<file path="config.mk">
export PLATFORM = sky130hd
export DESIGN_NAME = collatz_rhythm_clock_multiplier
export DESIGN_NICKNAME = d
export VERILOG_FILES = /design/src/crcm_pkg.sv /design/src/collatz_rhythm_clock_multiplier.sv
export VERILOG_INCLUDE_DIRS = /design/src /design/src/src
export SDC_FILE = /design/constraint.sdc
export NUM_CORES = 1
export LEC_CHECK = 0
export ABC_AREA = 1
export ABC_CLOCK_PERIOD_IN_PS = 11700
export BUFFER_PORTS_ARGS = -buffer_cell sky130_fd_sc_hd__buf_2
export CAP_MARGIN = 0
export CORE_MARGIN = 2
export CORE_UTILIZATION = 25
export DETAILED_ROUTE_END_ITERATION = 16
export GPL_ROUTABILITY_DRIVEN = 0
export PLACE_DENSITY = 0.43
export SYNTH_ARGS = -nofsm -noshare
export SYNTH_HDL_FRONTEND = slang
export SYNTH_SLANG_ARGS = --single-unit
</file>
<file path="constraint.sdc">
create_clock -name clk -period 11.7 [get_ports clk]
set_input_delay 1.17 -clock clk [delete_from_list [all_inputs] [get_ports clk]]
set_output_delay 1.17 -clock clk [all_outputs]
set_load 0.03 [all_outputs]
</file>
<file path="src/collatz_rhythm_clock_multiplier_macros.svh">
// ----------------------------------------------------------------------------
// collatz rhythm clock multiplier assertion macros
// property checks that drop out of synthesis builds
// ----------------------------------------------------------------------------
`ifndef COLLATZ_RHYTHM_CLOCK_MULTIPLIER_MACROS_SVH
`define COLLATZ_RHYTHM_CLOCK_MULTIPLIER_MACROS_SVH

`ifndef SYNTHESIS
// same-cycle implication
`define CRCM_ASSERT_IMPL(label, clk, rst_n, ante, cons) \
	label: assert property (@(posedge clk) disable iff (!rst_n) (ante) |-> (cons)) \
		else $error("crcm assertion failed");
// next-cycle implication
`define CRCM_ASSERT_NEXT(label, clk, rst_n, ante, cons) \
	label: assert property (@(posedge clk) disable iff (!rst_n) (ante) |=> (cons)) \
		else $error("crcm assertion failed");
`else
`define CRCM_ASSERT_IMPL(label, clk, rst_n, ante, cons)
`define CRCM_ASSERT_NEXT(label, clk, rst_n, ante, cons)
`endif

`endif

</file>
<file path="src/crcm_pkg.sv">
`timescale 1ns / 1ps
// ----------------------------------------------------------------------------
// crcm_pkg
// types, constants and helpers of the collatz rhythm clock multiplier
// ----------------------------------------------------------------------------
package crcm_pkg;

	localparam int unsigned INITIAL_PERIOD_DEF = 48000;
	localparam int unsigned VALUE_WIDTH_DEF    = 32;

	localparam int CFG_INDEX_W = 1;
	localparam int CFG_DATA_W  = 16;
	localparam int START_W     = 16;
	localparam int MOD_W       = 7;
	localparam int PHASE_W     = 32;
	localparam int FRAC_W      = 8;
	localparam int IN_DATA_W   = 8;
	localparam int OUT_BITS    = 50;
	localparam int OUT_DATA_W  = 56;

	// divider: dividend bits of a period division, result bits per cycle
	localparam int PER_DIV_BITS   = PHASE_W + FRAC_W;
	localparam int DIV_RADIX_BITS = 2;

	localparam logic [CFG_INDEX_W-1:0] REG_START_NUMBER = 1'd0;
	localparam logic [CFG_INDEX_W-1:0] REG_BEAT_MODULUS = 1'd1;

	localparam logic [START_W-1:0] START_NUMBER_RST = 16'd5;
	localparam logic [MOD_W-1:0]   BEAT_MODULUS_RST = 7'd24;

	localparam logic [PHASE_W-1:0] PHASE_STEP = 32'd256;
	localparam logic [PHASE_W-1:0] PHASE_SAT  = 32'hFFFF_FEFF;

	typedef enum logic [6:0] {
		ST_IDLE = 7'b0000001,
		ST_MOD  = 7'b0000010,
		ST_QUO  = 7'b0000100,
		ST_AMOD = 7'b0001000,
		ST_BDIV = 7'b0010000,
		ST_ADIV = 7'b0100000,
		ST_DONE = 7'b1000000
	} state_t;

	typedef struct packed {
		logic [PHASE_W-1:0] phase;
		logic               high;
	} train_t;

	// one tick of a 24.8 pulse train with pulse length d
	function automatic train_t train_step(logic [PHASE_W-1:0] phase, logic [PHASE_W-1:0] d);
		train_t r;
		logic [PHASE_W-1:0] p;
		p = (phase > PHASE_SAT) ? '1 : phase + PHASE_STEP;
		r.high = {p, 1'b0} < {1'b0, d};
		r.phase = (p >= d) ? p - d : p;
		return r;
	endfunction

endpackage

</file>
<file path="src/collatz_rhythm_clock_multiplier.sv">
`timescale 1ns / 1ps
// ----------------------------------------------------------------------------
// collatz_rhythm_clock_multiplier
// collatz sequence clocked by an external pulse, with beat and accent trains
// ----------------------------------------------------------------------------
// One input beat per sample tick, one result beat per input beat. Each beat
// takes a run of one shared 2-bit-per-cycle restoring divider: value mod
// modulus always, value / beats and that quotient mod modulus when beats is
// nonzero, and the two pulse lengths (period * 256 / count) while a sequence
// runs. The input is not ready during that run, and a finished result may
// wait in the output register while the next beat is taken.
`include "collatz_rhythm_clock_multiplier_macros.svh"

module collatz_rhythm_clock_multiplier #(
	parameter int unsigned INITIAL_PERIOD = crcm_pkg::INITIAL_PERIOD_DEF,
	parameter int unsigned VALUE_WIDTH    = crcm_pkg::VALUE_WIDTH_DEF
) (
	input  logic                               clk,
	input  logic                               arst_n,
	input  logic                               cfg_wr_en,
	input  logic [crcm_pkg::CFG_INDEX_W-1:0]   cfg_index,
	input  logic [crcm_pkg::CFG_DATA_W-1:0]    cfg_wdata,
	input  logic                               s_axis_tvalid,
	output logic                               s_axis_tready,
	// clock_level, clock_present, start_level, start_held, reset_level
	input  logic [crcm_pkg::IN_DATA_W-1:0]     s_axis_tdata,
	output logic                               m_axis_tvalid,
	input  logic                               m_axis_tready,
	// gate, accent, done_res, armed_or_running, current_value, beats, accent_count
	output logic [crcm_pkg::OUT_DATA_W-1:0]    m_axis_tdata
);
	import crcm_pkg::*;

	localparam int VW2       = VALUE_WIDTH + (VALUE_WIDTH % 2);
	localparam int DIV_W     = (VW2 > PER_DIV_BITS) ? VW2 : PER_DIV_BITS;
	localparam int VAL_PAD   = DIV_W - VW2;
	localparam int PER_PAD   = DIV_W - PER_DIV_BITS;
	localparam int VAL_STEPS = VW2 / DIV_RADIX_BITS;
	localparam int PER_STEPS = PER_DIV_BITS / DIV_RADIX_BITS;
	localparam int CNT_W     = $clog2(DIV_W / DIV_RADIX_BITS + 1);

	state_t                  state_q, state_d;
	logic [START_W-1:0]      start_number_q;
	logic [MOD_W-1:0]        modulus_q;
	logic [MOD_W-1:0]        m_eff;
	logic                    running_q, running_d;
	logic                    pending_q, pending_d;
	logic                    prev_clk_q, prev_clk_d;
	logic                    prev_start_q, prev_start_d;
	logic                    prev_rst_q, prev_rst_d;
	logic [PHASE_W-1:0]      ticks_q, ticks_d;
	logic [PHASE_W-1:0]      period_q, period_d;
	logic [PHASE_W-1:0]      per_eff;
	logic                    pvalid_q, pvalid_d;
	logic [PHASE_W-1:0]      bphase_q, bphase_d;
	logic [PHASE_W-1:0]      aphase_q, aphase_d;
	logic [1:0]              held_q, held_d;
	logic [VALUE_WIDTH-1:0]  value_q, value_d, value_step;
	logic                    m_tvalid_q, m_tvalid_d;
	logic [CNT_W-1:0]        div_cnt_q, div_cnt_d;

	logic                    present_q, present_d;
	logic [MOD_W-1:0]        beats_q, beats_d;
	logic [MOD_W-1:0]        accents_q, accents_d;
	logic                    gate_hi_q, gate_hi_d;
	logic                    acc_hi_q, acc_hi_d;
	logic [DIV_W-1:0]        div_num_q, div_num_d;
	logic [MOD_W-1:0]        div_rem_q, div_rem_d;
	logic [MOD_W-1:0]        div_den_q, div_den_d;
	logic [OUT_DATA_W-1:0]   m_tdata_q, m_tdata_d;

	logic [DIV_W-1:0]        st_num;
	logic [MOD_W-1:0]        st_rem;
	logic [MOD_W:0]          st_t;
	logic [PHASE_W-1:0]      d_sat;
	train_t                  train;
	logic                    in_clk, in_present, in_start, in_held, in_rst;

	assign in_clk     = s_axis_tdata[0];
	assign in_present = s_axis_tdata[1];
	assign in_start   = s_axis_tdata[2];
	assign in_held    = s_axis_tdata[3];
	assign in_rst     = s_axis_tdata[4];

	assign m_eff      = (modulus_q == '0) ? MOD_W'(1) : modulus_q;
	assign per_eff    = (period_q == '0) ? PHASE_W'(1) : period_q;
	assign value_step = (value_q << 1) + value_q + VALUE_WIDTH'(1);
	assign d_sat      = (|div_num_q[PER_DIV_BITS-1:PHASE_W]) ? '1 : div_num_q[PHASE_W-1:0];
	assign train      = train_step(state_q == ST_BDIV ? bphase_q : aphase_q, d_sat);

	assign s_axis_tready = (state_q == ST_IDLE);
	assign m_axis_tvalid = m_tvalid_q;
	assign m_axis_tdata  = m_tdata_q;

	// shared divider, two quotient bits per cycle
	always_comb begin
		st_rem = div_rem_q;
		st_num = div_num_q;
		st_t   = '0;
		for (int i = 0; i < DIV_RADIX_BITS; i++) begin
			st_t   = {st_rem, st_num[DIV_W-1]};
			st_num = {st_num[DIV_W-2:0], 1'b0};
			if (st_t >= {1'b0, div_den_q}) begin
				st_rem    = MOD_W'(st_t - {1'b0, div_den_q});
				st_num[0] = 1'b1;
			end else begin
				st_rem = st_t[MOD_W-1:0];
			end
		end
	end

	always_comb begin
		state_d      = state_q;
		running_d    = running_q;
		pending_d    = pending_q;
		prev_clk_d   = prev_clk_q;
		prev_start_d = prev_start_q;
		prev_rst_d   = prev_rst_q;
		ticks_d      = ticks_q;
		period_d     = period_q;
		pvalid_d     = pvalid_q;
		bphase_d     = bphase_q;
		aphase_d     = aphase_q;
		held_d       = held_q;
		value_d      = value_q;
		m_tvalid_d   = m_tvalid_q;
		present_d    = present_q;
		beats_d      = beats_q;
		accents_d    = accents_q;
		gate_hi_d    = gate_hi_q;
		acc_hi_d     = acc_hi_q;
		m_tdata_d    = m_tdata_q;
		div_num_d    = div_num_q;
		div_rem_d    = div_rem_q;
		div_den_d    = div_den_q;
		div_cnt_d    = div_cnt_q;

		if (m_tvalid_q && m_axis_tready) begin
			m_tvalid_d = 1'b0;
		end
		if (div_cnt_q != '0) begin
			div_num_d = st_num;
			div_rem_d = st_rem;
			div_cnt_d = div_cnt_q - CNT_W'(1);
		end

		case (state_q)
			ST_IDLE: begin
				if (s_axis_tvalid) begin
					if (in_rst && !prev_rst_q) begin
						running_d = 1'b0;
						value_d   = '0;
						held_d    = '0;
					end
					if (((in_start && !prev_start_q) || in_held) && !running_d && !pending_d) begin
						pending_d = 1'b1;
					end
					if (in_present) begin
						if (in_clk && !prev_clk_q) begin
							if (pending_d) begin
								value_d   = VALUE_WIDTH'(start_number_q);
								running_d = 1'b1;
								pending_d = 1'b0;
							end else if (running_d) begin
								if (value_q == '0) begin
									running_d = 1'b0;
								end else if (value_q == VALUE_WIDTH'(1)) begin
									running_d = 1'b0;
									pvalid_d  = 1'b1;
									bphase_d  = '0;
									aphase_d  = '0;
									held_d    = '0;
								end else if (!value_q[0]) begin
									value_d = value_q >> 1;
								end else begin
									value_d = value_step;
								end
							end
							if (pvalid_d) begin
								period_d = ticks_q;
							end
							ticks_d  = '0;
							pvalid_d = 1'b1;
						end
						prev_clk_d = in_clk;
					end
					if (pvalid_d && in_present && ticks_d != '1) begin
						ticks_d = ticks_d + PHASE_W'(1);
					end
					prev_start_d = in_start;
					prev_rst_d   = in_rst;
					present_d    = in_present;
					div_num_d    = DIV_W'(value_d) << VAL_PAD;
					div_rem_d    = '0;
					div_den_d    = m_eff;
					div_cnt_d    = CNT_W'(VAL_STEPS);
					state_d      = ST_MOD;
				end
			end
			ST_MOD: begin
				if (div_cnt_q == '0) begin
					beats_d = div_rem_q;
					if (div_rem_q != '0) begin
						div_num_d = DIV_W'(value_q) << VAL_PAD;
						div_rem_d = '0;
						div_den_d = div_rem_q;
						div_cnt_d = CNT_W'(VAL_STEPS);
						state_d   = ST_QUO;
					end else begin
						accents_d = '0;
						if (running_q) begin
							div_num_d = DIV_W'({per_eff, {FRAC_W{1'b0}}}) << PER_PAD;
							div_rem_d = '0;
							div_den_d = MOD_W'(1);
							div_cnt_d = CNT_W'(PER_STEPS);
							state_d   = ST_BDIV;
						end else begin
							state_d = ST_DONE;
						end
					end
				end
			end
			ST_QUO: begin
				if (div_cnt_q == '0) begin
					div_num_d = div_num_q << VAL_PAD;
					div_rem_d = '0;
					div_den_d = m_eff;
					div_cnt_d = CNT_W'(VAL_STEPS);
					state_d   = ST_AMOD;
				end
			end
			ST_AMOD: begin
				if (div_cnt_q == '0) begin
					accents_d = div_rem_q;
					if (running_q) begin
						div_num_d = DIV_W'({per_eff, {FRAC_W{1'b0}}}) << PER_PAD;
						div_rem_d = '0;
						div_den_d = beats_q;
						div_cnt_d = CNT_W'(PER_STEPS);
						state_d   = ST_BDIV;
					end else begin
						state_d = ST_DONE;
					end
				end
			end
			ST_BDIV: begin
				if (div_cnt_q == '0) begin
					bphase_d  = train.phase;
					gate_hi_d = train.high;
					div_num_d = DIV_W'({per_eff, {FRAC_W{1'b0}}}) << PER_PAD;
					div_rem_d = '0;
					div_den_d = (accents_q == '0) ? MOD_W'(1) : accents_q;
					div_cnt_d = CNT_W'(PER_STEPS);
					state_d   = ST_ADIV;
				end
			end
			ST_ADIV: begin
				if (div_cnt_q == '0) begin
					aphase_d = train.phase;
					acc_hi_d = train.high;
					state_d  = ST_DONE;
				end
			end
			ST_DONE: begin
				if (!m_tvalid_q || m_axis_tready) begin
					if (running_q) begin
						if (present_q) begin
							held_d = {(accents_q != '0) && acc_hi_q, (beats_q != '0) && gate_hi_q};
						end else begin
							held_d   = '0;
							pvalid_d = 1'b0;
						end
					end
					m_tdata_d = OUT_DATA_W'({accents_q, beats_q, 32'(value_q),
						pending_q || running_q, !running_q, held_d[1], held_d[0]});
					m_tvalid_d = 1'b1;
					state_d    = ST_IDLE;
				end
			end
			default: begin
				state_d = ST_IDLE;
			end
		endcase
	end

	always_ff @(posedge clk or negedge arst_n) begin
		if (!arst_n) begin
			start_number_q <= START_NUMBER_RST;
			modulus_q      <= BEAT_MODULUS_RST;
		end else if (cfg_wr_en) begin
			case (cfg_index)
				REG_START_NUMBER: start_number_q <= cfg_wdata[START_W-1:0];
				REG_BEAT_MODULUS: modulus_q      <= cfg_wdata[MOD_W-1:0];
				default: ;
			endcase
		end
	end

	always_ff @(posedge clk or negedge arst_n) begin
		if (!arst_n) begin
			state_q      <= ST_IDLE;
			running_q    <= 1'b0;
			pending_q    <= 1'b0;
			prev_clk_q   <= 1'b0;
			prev_start_q <= 1'b0;
			prev_rst_q   <= 1'b0;
			ticks_q      <= PHASE_W'(INITIAL_PERIOD);
			period_q     <= PHASE_W'(INITIAL_PERIOD);
			pvalid_q     <= 1'b0;
			bphase_q     <= '0;
			aphase_q     <= '0;
			held_q       <= '0;
			value_q      <= '0;
			m_tvalid_q   <= 1'b0;
			div_cnt_q    <= '0;
		end else begin
			state_q      <= state_d;
			running_q    <= running_d;
			pending_q    <= pending_d;
			prev_clk_q   <= prev_clk_d;
			prev_start_q <= prev_start_d;
			prev_rst_q   <= prev_rst_d;
			ticks_q      <= ticks_d;
			period_q     <= period_d;
			pvalid_q     <= pvalid_d;
			bphase_q     <= bphase_d;
			aphase_q     <= aphase_d;
			held_q       <= held_d;
			value_q      <= value_d;
			m_tvalid_q   <= m_tvalid_d;
			div_cnt_q    <= div_cnt_d;
		end
	end

	// payload, no reset
	always_ff @(posedge clk) begin
		present_q <= present_d;
		beats_q   <= beats_d;
		accents_q <= accents_d;
		gate_hi_q <= gate_hi_d;
		acc_hi_q  <= acc_hi_d;
		div_num_q <= div_num_d;
		div_rem_q <= div_rem_d;
		div_den_q <= div_den_d;
		m_tdata_q <= m_tdata_d;
	end

	`CRCM_ASSERT_NEXT(a_busy_after_accept, clk, arst_n, s_axis_tvalid && s_axis_tready, !s_axis_tready)
	`CRCM_ASSERT_IMPL(a_div_rem_below_den, clk, arst_n, state_q != ST_IDLE && state_q != ST_DONE, div_rem_q < div_den_q && div_den_q != '0)
	`CRCM_ASSERT_NEXT(a_done_hands_over, clk, arst_n, state_q == ST_DONE && (!m_axis_tvalid || m_axis_tready), m_axis_tvalid && s_axis_tready)

endmodule

</file>
# Word level (Yosys, flattened, before mapping)
# Index checks and enable logic that the tools add are counted.
[word_totals]
out_inout_bits = 58
wordCells = 248
register_bits = 325
inputBits = 30
[classes]
magnitude_cmp = 5
n_addsub = 8
n_eq_ne = 27
mux = 129
n_reduce_logical = 52
bitwise = 1
[op_table]
columns = ["cell", "count"]
rows = [
  ["32-bit two-way mux", 26],
  ["40-bit two-way mux", 8],
  ["7-bit two-way mux", 31],
  ["40-bit case mux with 5 select lines", 1],
  ["32-bit case mux with 2 select lines", 2],
  ["32-bit by 1-bit adder with 32-bit output (second input constant)", 2],
  ["32-bit zero test", 2],
  ["7-bit case mux with 7 select lines", 1],
  ["5-bit two-way mux", 8],
  ["1-bit two-way mux", 35],
  ["7-bit case mux with 5 select lines", 1],
  ["33-bit by 32-bit < comparator with 1-bit output", 1],
  ["32-bit adder", 1],
  ["32-bit by 9-bit adder with 32-bit output (second input constant)", 1],
  ["32-bit by 1-bit == test with 1-bit output (second input constant)", 1],
  ["32-bit greater-or-equal comparator", 1],
  ["32-bit > comparator (second input constant)", 1],
  ["32-bit != test (second input constant)", 1],
  ["32-bit subtractor", 1],
  ["7-bit case mux with 4 select lines", 1],
  ["5-bit case mux with 5 select lines", 1],
  ["2-bit != test (second input constant)", 12],
  ["2-bit two-way mux", 11],
  ["7-bit nonzero test", 3],
  ["other kinds (32)", 69],
]

# Depth between registers and ports, before layout
# Gate-level depths: netlist (run 1).
[logic_depth]
word_depth = 17
ltp_mapped = 30
mapped_depth_nobuf = 28

# Worst setup path after synthesis (run 1)
# OpenSTA, ideal clock, no wires.
[synth_path]
path_kind = "reg-to-reg"
from = "reg state_q[0]"
to = "reg aphase_q[26]"
setup_time_ns = 0.118
period_less_slack_ns = 4.323
n_path_buf = 4
slack_ns = 7.377
arrival_ns = 4.205
required_time_ns = 11.582
stages_incl_launch_ff = 29
path_cell_list = "dfstp_2 > nor2_2 > nand2_2 > nor2_4 > buf_6 > buf_8 > o21ai_4 > ha_1 > nand2_1 > nor2_2 > nand4_4 > buf_2 > nand2_1 > inv_1 > ha_1 > fa_1 > o21ai_1 > nand2_1 > nand2_1 > nand3_1 > nand2_1 > nand3_1 > nand2_1 > nor2_2 > inv_1 > clkbuf_1 > o21ai_0 > nand3_1 > nand2_1"
[synth_via]
elab_chain_cells = 8
word_cells_on_any_way = 22
cone_classes = "add/sub: 2; order compare: 2; eq/ne: 11; mux: 5; reduce/logical: 2"
[synth_lines]
columns = ["item", "line", "source"]
rows = [
  ["start: declaration", "collatz_rhythm_clock_multiplier.sv:42", "state_t state_q, state_d;"],
  ["start signal: assignment", "collatz_rhythm_clock_multiplier.sv:317", "state_q <= state_d;"],
  ["7-bit by 5-bit == test with 1-bit output", "collatz_rhythm_clock_multiplier.sv:89", "assign train = train_step(state_q == ST_BDIV ? bphase_q : aphase_q, d_sat);"],
  ["32-bit two-way mux", "collatz_rhythm_clock_multiplier.sv:89", ""],
  ["32-bit by 9-bit adder with 32-bit output / 32-bit > comparator (equally long branches)", "crcm_pkg.sv:53", "p = (phase > PHASE_SAT) ? '1 : phase + PHASE_STEP;"],
  ["32-bit two-way mux", "crcm_pkg.sv:53", ""],
  ["32-bit subtractor / 32-bit greater-or-equal comparator (equally long branches)", "crcm_pkg.sv:55", "r.phase = (p >= d) ? p - d : p;"],
  ["32-bit two-way mux", "crcm_pkg.sv:55", ""],
  ["32-bit two-way mux", "collatz_rhythm_clock_multiplier.sv:258", "if (div_cnt_q == '0) begin"],
  ["32-bit case mux with 2 select lines", "collatz_rhythm_clock_multiplier.sv:147", "case (state_q)"],
  ["end signal: assignment", "collatz_rhythm_clock_multiplier.sv:327", "aphase_q <= aphase_d;"],
  ["end: declaration", "collatz_rhythm_clock_multiplier.sv:56", "logic [PHASE_W-1:0] aphase_q, aphase_d;"],
]
# Parallel ways exist; a longest one is shown, timed or not. The select of a mux whose other input is x is not followed.
# A chain may end at the register's enable or synchronous reset.

# Worst setup path in the final report (run 1)
[layout_path]
from = "reg state_q[3]"
to = "reg bphase_q[26]"
[layout_via]
elab_chain_cells = 8
word_cells_on_any_way = 21
cone_classes = "add/sub: 2; order compare: 2; eq/ne: 10; mux: 5; reduce/logical: 2"
[layout_lines]
columns = ["item", "line", "source"]
rows = [
  ["7-bit by 5-bit == test with 1-bit output", "collatz_rhythm_clock_multiplier.sv:89, collatz_rhythm_clock_multiplier.sv:147", ""],
  ["32-bit two-way mux", "collatz_rhythm_clock_multiplier.sv:89", ""],
  ["32-bit by 9-bit adder with 32-bit output / 32-bit > comparator (equally long branches)", "crcm_pkg.sv:53", ""],
  ["32-bit two-way mux", "crcm_pkg.sv:53", ""],
  ["32-bit subtractor / 32-bit greater-or-equal comparator (equally long branches)", "crcm_pkg.sv:55", ""],
  ["32-bit two-way mux", "crcm_pkg.sv:55", ""],
  ["32-bit two-way mux", "collatz_rhythm_clock_multiplier.sv:247", "if (div_cnt_q == '0) begin"],
  ["32-bit case mux with 2 select lines", "collatz_rhythm_clock_multiplier.sv:147", ""],
  ["end signal: assignment", "collatz_rhythm_clock_multiplier.sv:326", "bphase_q <= bphase_d;"],
  ["end: declaration", "collatz_rhythm_clock_multiplier.sv:55", "logic [PHASE_W-1:0] bphase_q, bphase_d;"],
]
# Parallel ways exist; a longest one is shown, timed or not. The select of a mux whose other input is x is not followed.

==> results_dict.tcl, run 1 <==
set metrics [dict create \
    wl_mm 90.3 \
    hold_viol 0 \
    cpMostUsedCell "nand2_1" \
    viasPerCell 4.75 \
    pwr_density_cell_nw_per_um2 237 \
    synth_edf_count 74 \
    area_growth_syn_to_layout_pct 13.0 \
    worst_setup_path_class "reg2reg" \
    placed_wire_length_estimate_after_detailed_placement_mm 68.7 \
    setup.worst_path.start_class "flop" \
    achievable-frequency_mhz 169 \
    synthArstFlopShare 0.628 \
    crit_fanout 49 \
    drc 0 \
    run_status "completed" \
    antenna_found_initial 4 \
    postCtsSetupBuffers 0 \
    largest_family_of_logic_cells_by_synthesized_area "simple AND/OR/NAND/NOR gates" \
    grt_util_all_layers 0.178 \
    crit_required_ns 12.16 \
    firstDrtPassIters 6 \
    synthesis.instances 3651 \
    postCtsHoldBufs 0 \
    tightestPinTransition_ns 1.05 \
    cellLeakagePower_nw 12.9 \
    timing.final.ws_setup_ns 5.79 \
    synth.lib_cells_used.distinct 56 \
    synth.area.mux_share 0.00461 \
    worst-endpoint-arrival_ns 6.37 \
    grt_pass1_vias 22500 \
    design.core.area_um2 96700 \
    yosys_warning_count 0 \
    initial_core_util 0.252 \
    die_area_um2 100000 \
    clock_skew_ns 0.0421 \
    design.portCount 88 \
    detailedPlace.worstSlack_ns 5.90 \
    detailroute.via_count 23700 \
    finalNetCount 3848 \
    buffer_levels_on_the_longest_clock_path 3 \
    share_of_the_synthesized_area_in_compound_gates_ao_oa_aoi_oai 0.143 \
    grt_pass1_wl_mm 139 \
    synth-main-ff-cell "dfrtp_1" \
    critPathSlowestCell "buf_4" \
    synth-xor-area-share 0.0287 \
    crit_buf_inv 4 \
    synth_adder_area_share 0.0699 \
    post_drt_wl_per_cell_um 18.1 \
    endpoint_kind "flop" \
    ys_ff_latch 325 \
    port_buffers 78 \
    root_buffer_selected_by_cts "clkbuf_16" \
    vdd.ir_drop.worst_v 0.000154 \
    die_width_um 316 \
    cts-htree-levels 2 \
    fillCellCount 10900 \
    die_height_um 316 \
    grt_remaining_overflow 0 \
    min-delay-path-class "reg2reg" \
    final_period_demand_of_the_worst_path_ns 5.91 \
    clock_tree_from_tritoncts "done" \
    critPathTopFamily "simple AND/OR/NAND/NOR gates" \
    rsz0062_at_grt "false" \
    detail-route-antenna-nets 0 \
    slew_headroom 0.298 \
    synth_seq_area_share 0.340 \
    pin_count_of_the_biggest_net_entering_global_routing 114 \
    total_negative_slack_for_setup_checks_ns 0 \
    cts-buffers-inserted 44 \
    synth.cell_area_um2 24400 \
    clk_pin_slew_ns 0.06 \
    timing.final.setup_violations 0 \
    cts_repair_resize_count 0 \
    synth.avg_cell_area_um2 6.69 \
    drt-initial-drc-count 1803 \
    fin_crit_sh 0.505 \
    cts_sinks 325 \
    critical_path.max_stage_delay_ns 0.51 \
    final_layout_size_suffix_gt1_frac 0.0734 \
    report.final.slew_viol_count 0 \
    clock_insertion_delay_worst_skew_ns 0.61 \
    synth_simple_gate_area_share 0.319 \
    rows 114 \
    timing.max_cap.violations 0 \
]
## worst paths after layout
| kind | to | slack [ns] | startpoint | depth (start not counted) |
|---|---|---|---|---|
| worst max-delay path | bphase_q[26]$_DFFE_PN0P_ | 5.79 | state_q[3]$_DFFE_PN0P_ | 27 |
| worst min register to register | bphase_q[24]$_DFFE_PN0P_ | 0.47 | bphase_q[24]$_DFFE_PN0P_ | 2 |
| worst min-delay path | bphase_q[24]$_DFFE_PN0P_ | 0.47 | bphase_q[24]$_DFFE_PN0P_ | 2 |
| max in group asynchronous | ticks_q[5]$_DFFE_PN0P_ | 9.92 | arst_n | 2 |
| worst max register to register | bphase_q[26]$_DFFE_PN0P_ | 5.79 | state_q[3]$_DFFE_PN0P_ | 27 |
| min in group asynchronous | aphase_q[8]$_DFFE_PN0P_ | 0.58 | arst_n | 1 |
## routing by layer
layer	global-route usage	wire length, um	vias up
li1	-	-	11900
met5	0	31	-
met3	0.0300	4950	95
met1	0.256	43800	11100
met4	0.0415	1860	4
met2	0.278	39600	578
## synth_stat cells (4+ instances only)
cell	number	area, um^2
inv_1	441	1660
dfxtp_1	47	941
ha_1	130	1630
o21bai_1	10	75.1
nand2_2	6	37.5
o21ai_0	230	1150
dfrtp_1	185	4630
o2111ai_1	9	78.8
o21a_1	6	45.0
nor4_1	10	62.6
clkbuf_1	86	323
o21ai_1	52	260
a21oi_1	234	1170
xnor2_1	39	342
nand4_1	63	394
clkinv_1	6	22.5
buf_6	5	56.3
or2_2	16	100
dfstp_2	19	499
edfxtp_1	74	2220
nor2_4	7	78.8
o22ai_1	10	62.6
nand3_1	226	1130
buf_4	11	82.6
a21o_1	11	82.6
nand2_1	1081	4060
a21boi_0	5	37.5
o211ai_1	36	270
xor2_1	41	359
nor2_1	412	1550
buf_2	22	110
a31oi_1	5	31.3
o21ai_2	7	61.3
mux2_2	10	113
nor2_2	16	100
inv_2	8	30.0
nor3_1	35	175
a211oi_1	8	60.1
fa_1	4	80.1
## layout make-up
type                       count  area, um^2  share of cell area
sequential                   325        8290               0.301
inverter                     455        1710              0.0619
timing repair buffer         110         653              0.0237
multi-input combinational   2748       13900               0.503
clock buffer                  55        1180              0.0429
antenna                        4        10.0            0.000363
clock inverter                26         270             0.00980
tap                         1276        1600              0.0579
## cell families after synthesis
group	after synthesis
simple gates	1884
compound gates	634
buf+inv	583
flops	325
fa+ha+maj	134
xor+xnor	80
mux	10
other cells	1
## per-stage QoR
step / util / cell area (um^2) / std cells / power, mW / hold slack [ns]
finish: 0.285 / 27600 / 4999 / 6.55 / 0.473
global route: 0.285 / 27600 / 4996 / 7.10 / 0.498
CTS: 0.285 / 27600 / 4995 / 6.58 / 0.476
detailed placement: 0.270 / 26100 / 4914 / 5.15 / 0.461
global placement: 0.270 / 26100 / 4914 / 5.15 / 0.448
floorplan: - / 24400 / 3656 / 4.08 / 0.425
## worst min-delay path, cell delays in order, from the launching register on
cell     delay [ns]
dfrtp_1        0.33
nand2_1        0.05
nand2_1        0.06
## sequential cells by signal, indices dropped and copies added, names as in the netlist, 2 cells and up
register        cells
m_axis_tdata       50
div_num_q          40
aphase_q           32
bphase_q           32
period_q           32
ticks_q            32
value_q            32
start_number_q     16
accents_q           7
beats_q             7
div_den_q           7
div_rem_q           7
modulus_q           7
state_q             7
div_cnt_q           5
held_q              2
## cell usage in the layout (no fill, tap or decap), types with 15 or more instances in the layout
master	n
ha_1	130
a21oi_1	234
o211ai_1	36
nor2_2	17
clkbuf_16	44
o21ai_1	51
nand3_1	226
nand2_1	1080
clkinv_1	15
inv_1	441
nor3_1	34
o21ai_0	230
dfstp_2	19
xnor2_1	39
nor2_1	409
dfxtp_1	47
dfrtp_1	185
or2_2	16
edfxtp_1	74
nand4_1	63
buf_2	77
xor2_1	41
buf_4	31
## report_power, final
part / switching (mW) / internal (mW) / total [mW]
sequential: 0.283 / 1.49 / 1.77
combinational: 2.31 / 1.08 / 3.39
clock: 0.578 / 0.809 / 1.39
total: 3.17 / 3.38 / 6.55
No activity file was read; power rests on OpenSTA's default activity.
==> run 2, diff against run 1 <==
Settings changed: ABC_CLOCK_PERIOD_IN_PS 11700 to 5500.
Clock period 11.7 ns to 5.5 ns, I/O delays scaled along.
==> results_dict.tcl, run 2 (synthesis gave the netlist of run 1 again) <==
set metrics [dict create \
    detail-route-antenna-nets 0 \
    cts-htree-levels 2 \
    endpoint_kind "flop" \
    wl_mm 91.3 \
    fillCellCount 10800 \
    fin_crit_sh 0.916 \
    crit_path_start "state_q[3]$_DFFE_PN0P_" \
    finalNetCount 3865 \
    grt_remaining_overflow 0 \
    crit_required_ns 5.97 \
    drt-initial-drc-count 1833 \
    grt_pass1_vias 22900 \
    pin_count_of_the_biggest_net_entering_global_routing 89 \
    slew_headroom 0.298 \
    critical_path.reg2reg.endpoint "bphase_q[26]$_DFFE_PN0P_" \
    achievable-frequency_mhz 198 \
    worst_setup_path_class "reg2reg" \
    setup.reg_to_reg.worst_slack_ns 0.46 \
    die_width_um 316 \
    postCtsSetupBuffers 0 \
    setup.worst_path.start_class "flop" \
    clock_skew_ns 0.0524 \
    worst-endpoint-arrival_ns 5.51 \
    detailroute.via_count 23900 \
    report.final.slew_viol_count 0 \
    largest_register_ff_count 50 \
    firstDrtPassIters 6 \
    clock_tree_from_tritoncts "done" \
    viasPerCell 4.75 \
    root_buffer_selected_by_cts "clkbuf_16" \
    design.portCount 88 \
    clk_pin_slew_ns 0.06 \
    clock_insertion_delay_worst_skew_ns 0.63 \
    worst-r2r-cell-count 26 \
    run_status "completed" \
    final_core_utilization 0.288 \
    grt_pass1_wl_mm 141 \
    crit_fanout 45 \
    placed_wire_length_estimate_after_detailed_placement_mm 70.2 \
    hold_viol 0 \
    r2r_start "state_q[3]$_DFFE_PN0P_" \
    crit_end "bphase_q[26]$_DFFE_PN0P_" \
    min-delay-path-class "in2reg" \
    cts_sinks 325 \
    final_period_demand_of_the_worst_path_ns 5.04 \
    port_buffers 78 \
    layout.cells.most_common_list "nand2_1 (1080), inv_1 (441), nor2_1 (409), a21oi_1 (234), o21ai_0 (230)" \
    die_height_um 316 \
    final_layout_size_suffix_gt1_frac 0.0787 \
    drc 0 \
    layout.cells.most_common "nand2_1" \
    vdd.ir_drop.worst_v 0.000302 \
    pwr_density_cell_nw_per_um2 508 \
    area_growth_syn_to_layout_pct 14.1 \
    cellLeakagePower_nw 13.0 \
    tightestPinTransition_ns 1.04 \
    post_drt_wl_per_cell_um 18.2 \
    design.core.area_um2 96700 \
    timing.final.setup_violations 0 \
    rsz0062_at_grt "false" \
    timing.max_cap.violations 0 \
    die_area_um2 100000 \
    buffer_levels_on_the_longest_clock_path 3 \
    antenna_found_initial 6 \
    total_negative_slack_for_setup_checks_ns 0 \
    cts-buffers-inserted 45 \
    initial_core_util 0.252 \
    rows 114 \
    grt_util_all_layers 0.182 \
]
run 2: repair_timing:
item                                   in CTS  in global routing
endpoints found under the hold margin      51                  0
resized for setup                           0                  0
hold buffers                                1                  0
run 2: metal layers:
layer	track usage	vias up	wire (um)
li1	-	12000	-
met1	0.262	11200	44200
met2	0.284	601	39800
met3	0.0292	99	5430
met4	0.0408	4	1780
met5	0	-	26
run 2: stage by stage:
stage          cells  instance area, um^2  setup WS [ns]  hold WS (ns)  total power [mW]
2_1_floorplan   3656                24400           1.18         0.254              8.67
3_3_place_gp    4929                26300          0.530         0.457              11.0
3_5_place_dp    4929                26300          0.539         0.460              11.0
4_1_cts         5014                27800          0.485         0.130              14.2
5_1_grt         5014                27800          0.105         0.156              15.4
6_report        5018                27800          0.462         0.172              14.1
run 2: cell type report:
cell class / count / area, um^2 / share of cell area
diodes: 4 / 10.0 / 0.000360
inverters: 455 / 1710 / 0.0613
repair buffers: 126 / 838 / 0.0301
clock inverters: 25 / 288 / 0.0103
well taps: 1276 / 1600 / 0.0573
clock buffers: 59 / 1250 / 0.0449
multi-input cells: 2748 / 13900 / 0.498
flip-flops and latches: 325 / 8290 / 0.298
run 2: worst min-delay path by stage:
stage                          startpoint                        endpoint  slack, ns  cells after the start
5_1_grt                     cfg_wdata[13]  start_number_q[13]$_DFFE_PN0P_       0.16                      2
4_1_cts                     cfg_wdata[12]  start_number_q[12]$_DFFE_PN0P_       0.13                      2
3_5_place_dp   accents_q[1]$_SDFFCE_PN0P_      m_axis_tdata[44]$_DFFE_PP_       0.46                      0
3_3_place_gp   accents_q[0]$_SDFFCE_PN0P_      m_axis_tdata[43]$_DFFE_PP_       0.46                      0
2_1_floorplan                      arst_n         aphase_q[0]$_DFFE_PN0P_       0.25                      0
6_report                    cfg_wdata[12]  start_number_q[12]$_DFFE_PN0P_       0.17                      2
run 2: critical path, cell delays in order (launching register included):
cell and delay (ns):
dfrtp_1 0.40, nor2_2 0.17, nand2_2 0.11, nor2_4 0.34
buf_12 0.27, o21ai_1 0.16, nor2_1 0.20, nand2_1 0.11
nor2_1 0.30, nand4_4 0.22, nand2_1 0.16, inv_1 0.06
ha_1 0.22, fa_1 0.41, o21ai_1 0.30, nand2_1 0.09
nand2_1 0.15, nand3_1 0.09, nand2_1 0.16, nand3_1 0.09
nand2_1 0.09, nor2_2 0.05, inv_1 0.10, buf_12 0.21
o21ai_0 0.21, nand3_1 0.14, nand2_1 0.06
run 2: where the power goes:
part | switching, mW | internal (mW)
combinational | 4.94 | 2.34
sequential | 0.608 | 3.16
clock | 1.25 | 1.84
==> run 3, diff against run 2 <==
Settings changed: MAX_ROUTING_LAYER from default to met4.
==> results_dict.tcl, run 3 (synthesis gave the netlist of run 1 again) <==
set metrics [dict create \
    slew_headroom 0.296 \
    report.final.slew_viol_count 0 \
    clock_skew_ns 0.0524 \
    total_negative_slack_for_setup_checks_ns 0 \
    design.core.area_um2 96700 \
    achievable-frequency_mhz 198 \
    fin_crit_sh 0.918 \
    port_buffers 78 \
    gr-usage-met2 0.284 \
    hold_viol 0 \
    clock_tree_from_tritoncts "done" \
    wl_mm 91.4 \
    endpoint_kind "flop" \
    layout.cells.most_common_list "nand2_1 (1080), inv_1 (441), nor2_1 (409), a21oi_1 (234), o21ai_0 (230)" \
    pwr_density_cell_nw_per_um2 509 \
    critical_path.max_stage_delay_ns 0.40 \
    worst-endpoint-arrival_ns 5.52 \
    crit_buf_inv 4 \
    cpMostUsedCell "nand2_1" \
    crit_required_ns 5.97 \
    root_buffer_selected_by_cts "clkbuf_16" \
    cellLeakagePower_nw 13.0 \
    cts_sinks 325 \
    critPathSlowestCell "dfrtp_1" \
    die_height_um 316 \
    timing.final.setup_violations 0 \
    grt.met3_usage 0.0286 \
    gr_layer_usage_met1 0.262 \
    grt_pass1_wl_mm 141 \
    layout.cells.most_common "nand2_1" \
    clk_pin_slew_ns 0.06 \
    final_layout_size_suffix_gt1_frac 0.0787 \
    holdPathEnd "start_number_q[12]$_DFFE_PN0P_" \
    vdd.ir_drop.worst_v 0.000302 \
    tightestPinTransition_ns 1.05 \
    timing.hold.ws_ns 0.174 \
    instances_no_fill 5018 \
    cts_repair_resize_count 0 \
    hold-path-cell-count 2 \
    viasPerCell 4.75 \
    worst-r2r-cell-count 26 \
    setup.worst_path.start_class "flop" \
    firstDrtPassIters 5 \
    detail-route-antenna-nets 0 \
    drt-initial-drc-count 1849 \
    placed_wire_length_estimate_after_detailed_placement_mm 70.2 \
    antenna_found_initial 6 \
    setup.reg_to_reg.worst_slack_ns 0.45 \
    run_status "completed" \
    detailroute.via_count 23900 \
    drc 0 \
    area_growth_syn_to_layout_pct 14.1 \
    critical_path.reg2reg.endpoint "bphase_q[26]$_DFFE_PN0P_" \
    total_power_mw 14.2 \
    clock_insertion_delay_worst_skew_ns 0.63 \
    grt.busiest_layer "met2" \
    rows 114 \
    pin_count_of_the_biggest_net_entering_global_routing 89 \
    grt_remaining_overflow 0 \
    finalNetCount 3865 \
    cts-htree-levels 2 \
    rsz0062_at_grt "false" \
    grt_pass1_vias 22900 \
    post_drt_wl_per_cell_um 18.2 \
    cts-buffers-inserted 45 \
    min-delay-path-class "in2reg" \
    critPathTopFamily "simple AND/OR/NAND/NOR gates" \
    final_core_utilization 0.288 \
    numPlacedInstances 4929 \
    die_area_um2 100000 \
    fillCellCount 10800 \
    timing.max_cap.violations 0 \
    largest_register_ff_count 50 \
    initial_core_util 0.252 \
    crit_fanout 45 \
    grt_util_all_layers 0.187 \
    hold_path.startpoint "cfg_wdata[12]" \
    design.portCount 88 \
    die_width_um 316 \
    final_period_demand_of_the_worst_path_ns 5.05 \
    r2r_start "state_q[3]$_DFFE_PN0P_" \
    worst_setup_path_class "reg2reg" \
    buffer_levels_on_the_longest_clock_path 3 \
]
run 3: cell counts in the layout (fill, tap and decap cells not counted):
No cell type changed its count.
run 3: final cells by class:
cell class	instances	area [um^2]	area share
Inverter	455	1710	0.0613
Timing Repair Buffer	126	838	0.0301
Multi-Input combinational cell	2748	13900	0.498
Clock inverter	25	288	0.0103
Clock buffer	59	1250	0.0449
Tap cell	1276	1600	0.0573
Sequential cell	325	8290	0.298
Antenna cell	4	10.0	0.000360
run 3: timing repair:
| action | 4_1_cts | 5_1_grt |
|---|---|---|
| hold buffers | 1 | 0 |
| endpoints found under the hold margin | 51 | 0 |
| buffers inserted | 0 | 0 |
run 3: worst max path at each step:
stage	startpoint	endpoint	slack, ns	cells past startpoint
finish	state_q[3]$_DFFE_PN0P_	bphase_q[26]$_DFFE_PN0P_	0.45	26
global route	state_q[3]$_DFFE_PN0P_	bphase_q[26]$_DFFE_PN0P_	0.10	26
CTS	state_q[3]$_DFFE_PN0P_	bphase_q[26]$_DFFE_PN0P_	0.49	26
detailed placement	state_q[3]$_DFFE_PN0P_	bphase_q[26]$_DFFE_PN0P_	0.54	26
global placement	state_q[3]$_DFFE_PN0P_	bphase_q[26]$_DFFE_PN0P_	0.53	26
floorplan	state_q[0]$_DFFE_PN1P_	aphase_q[26]$_DFFE_PN0P_	1.18	28
run 3: layer usage:
metal,share of wire,up-vias
li1,-,12000
met1,0.49,11200
met2,0.44,557
met3,0.052,100
met4,0.020,0
met5,0,-
run 3: power breakdown:
part           total [mW]  switching [mW]  internal (mW)
registers            3.77           0.608           3.16
clock network        3.10            1.26           1.84
logic                7.30            4.96           2.34
total                14.2            6.82           7.34
run 3: per-stage QoR:
| stage | worst slack (ns) | area (um^2) |
|---|---|---|
| 6_report | 0.451 | 27800 |
| 5_1_grt | 0.103 | 27800 |
| 4_1_cts | 0.485 | 27800 |
| 3_5_place_dp | 0.539 | 26300 |
| 3_3_place_gp | 0.530 | 26300 |
| 2_1_floorplan | 1.18 | 24400 |
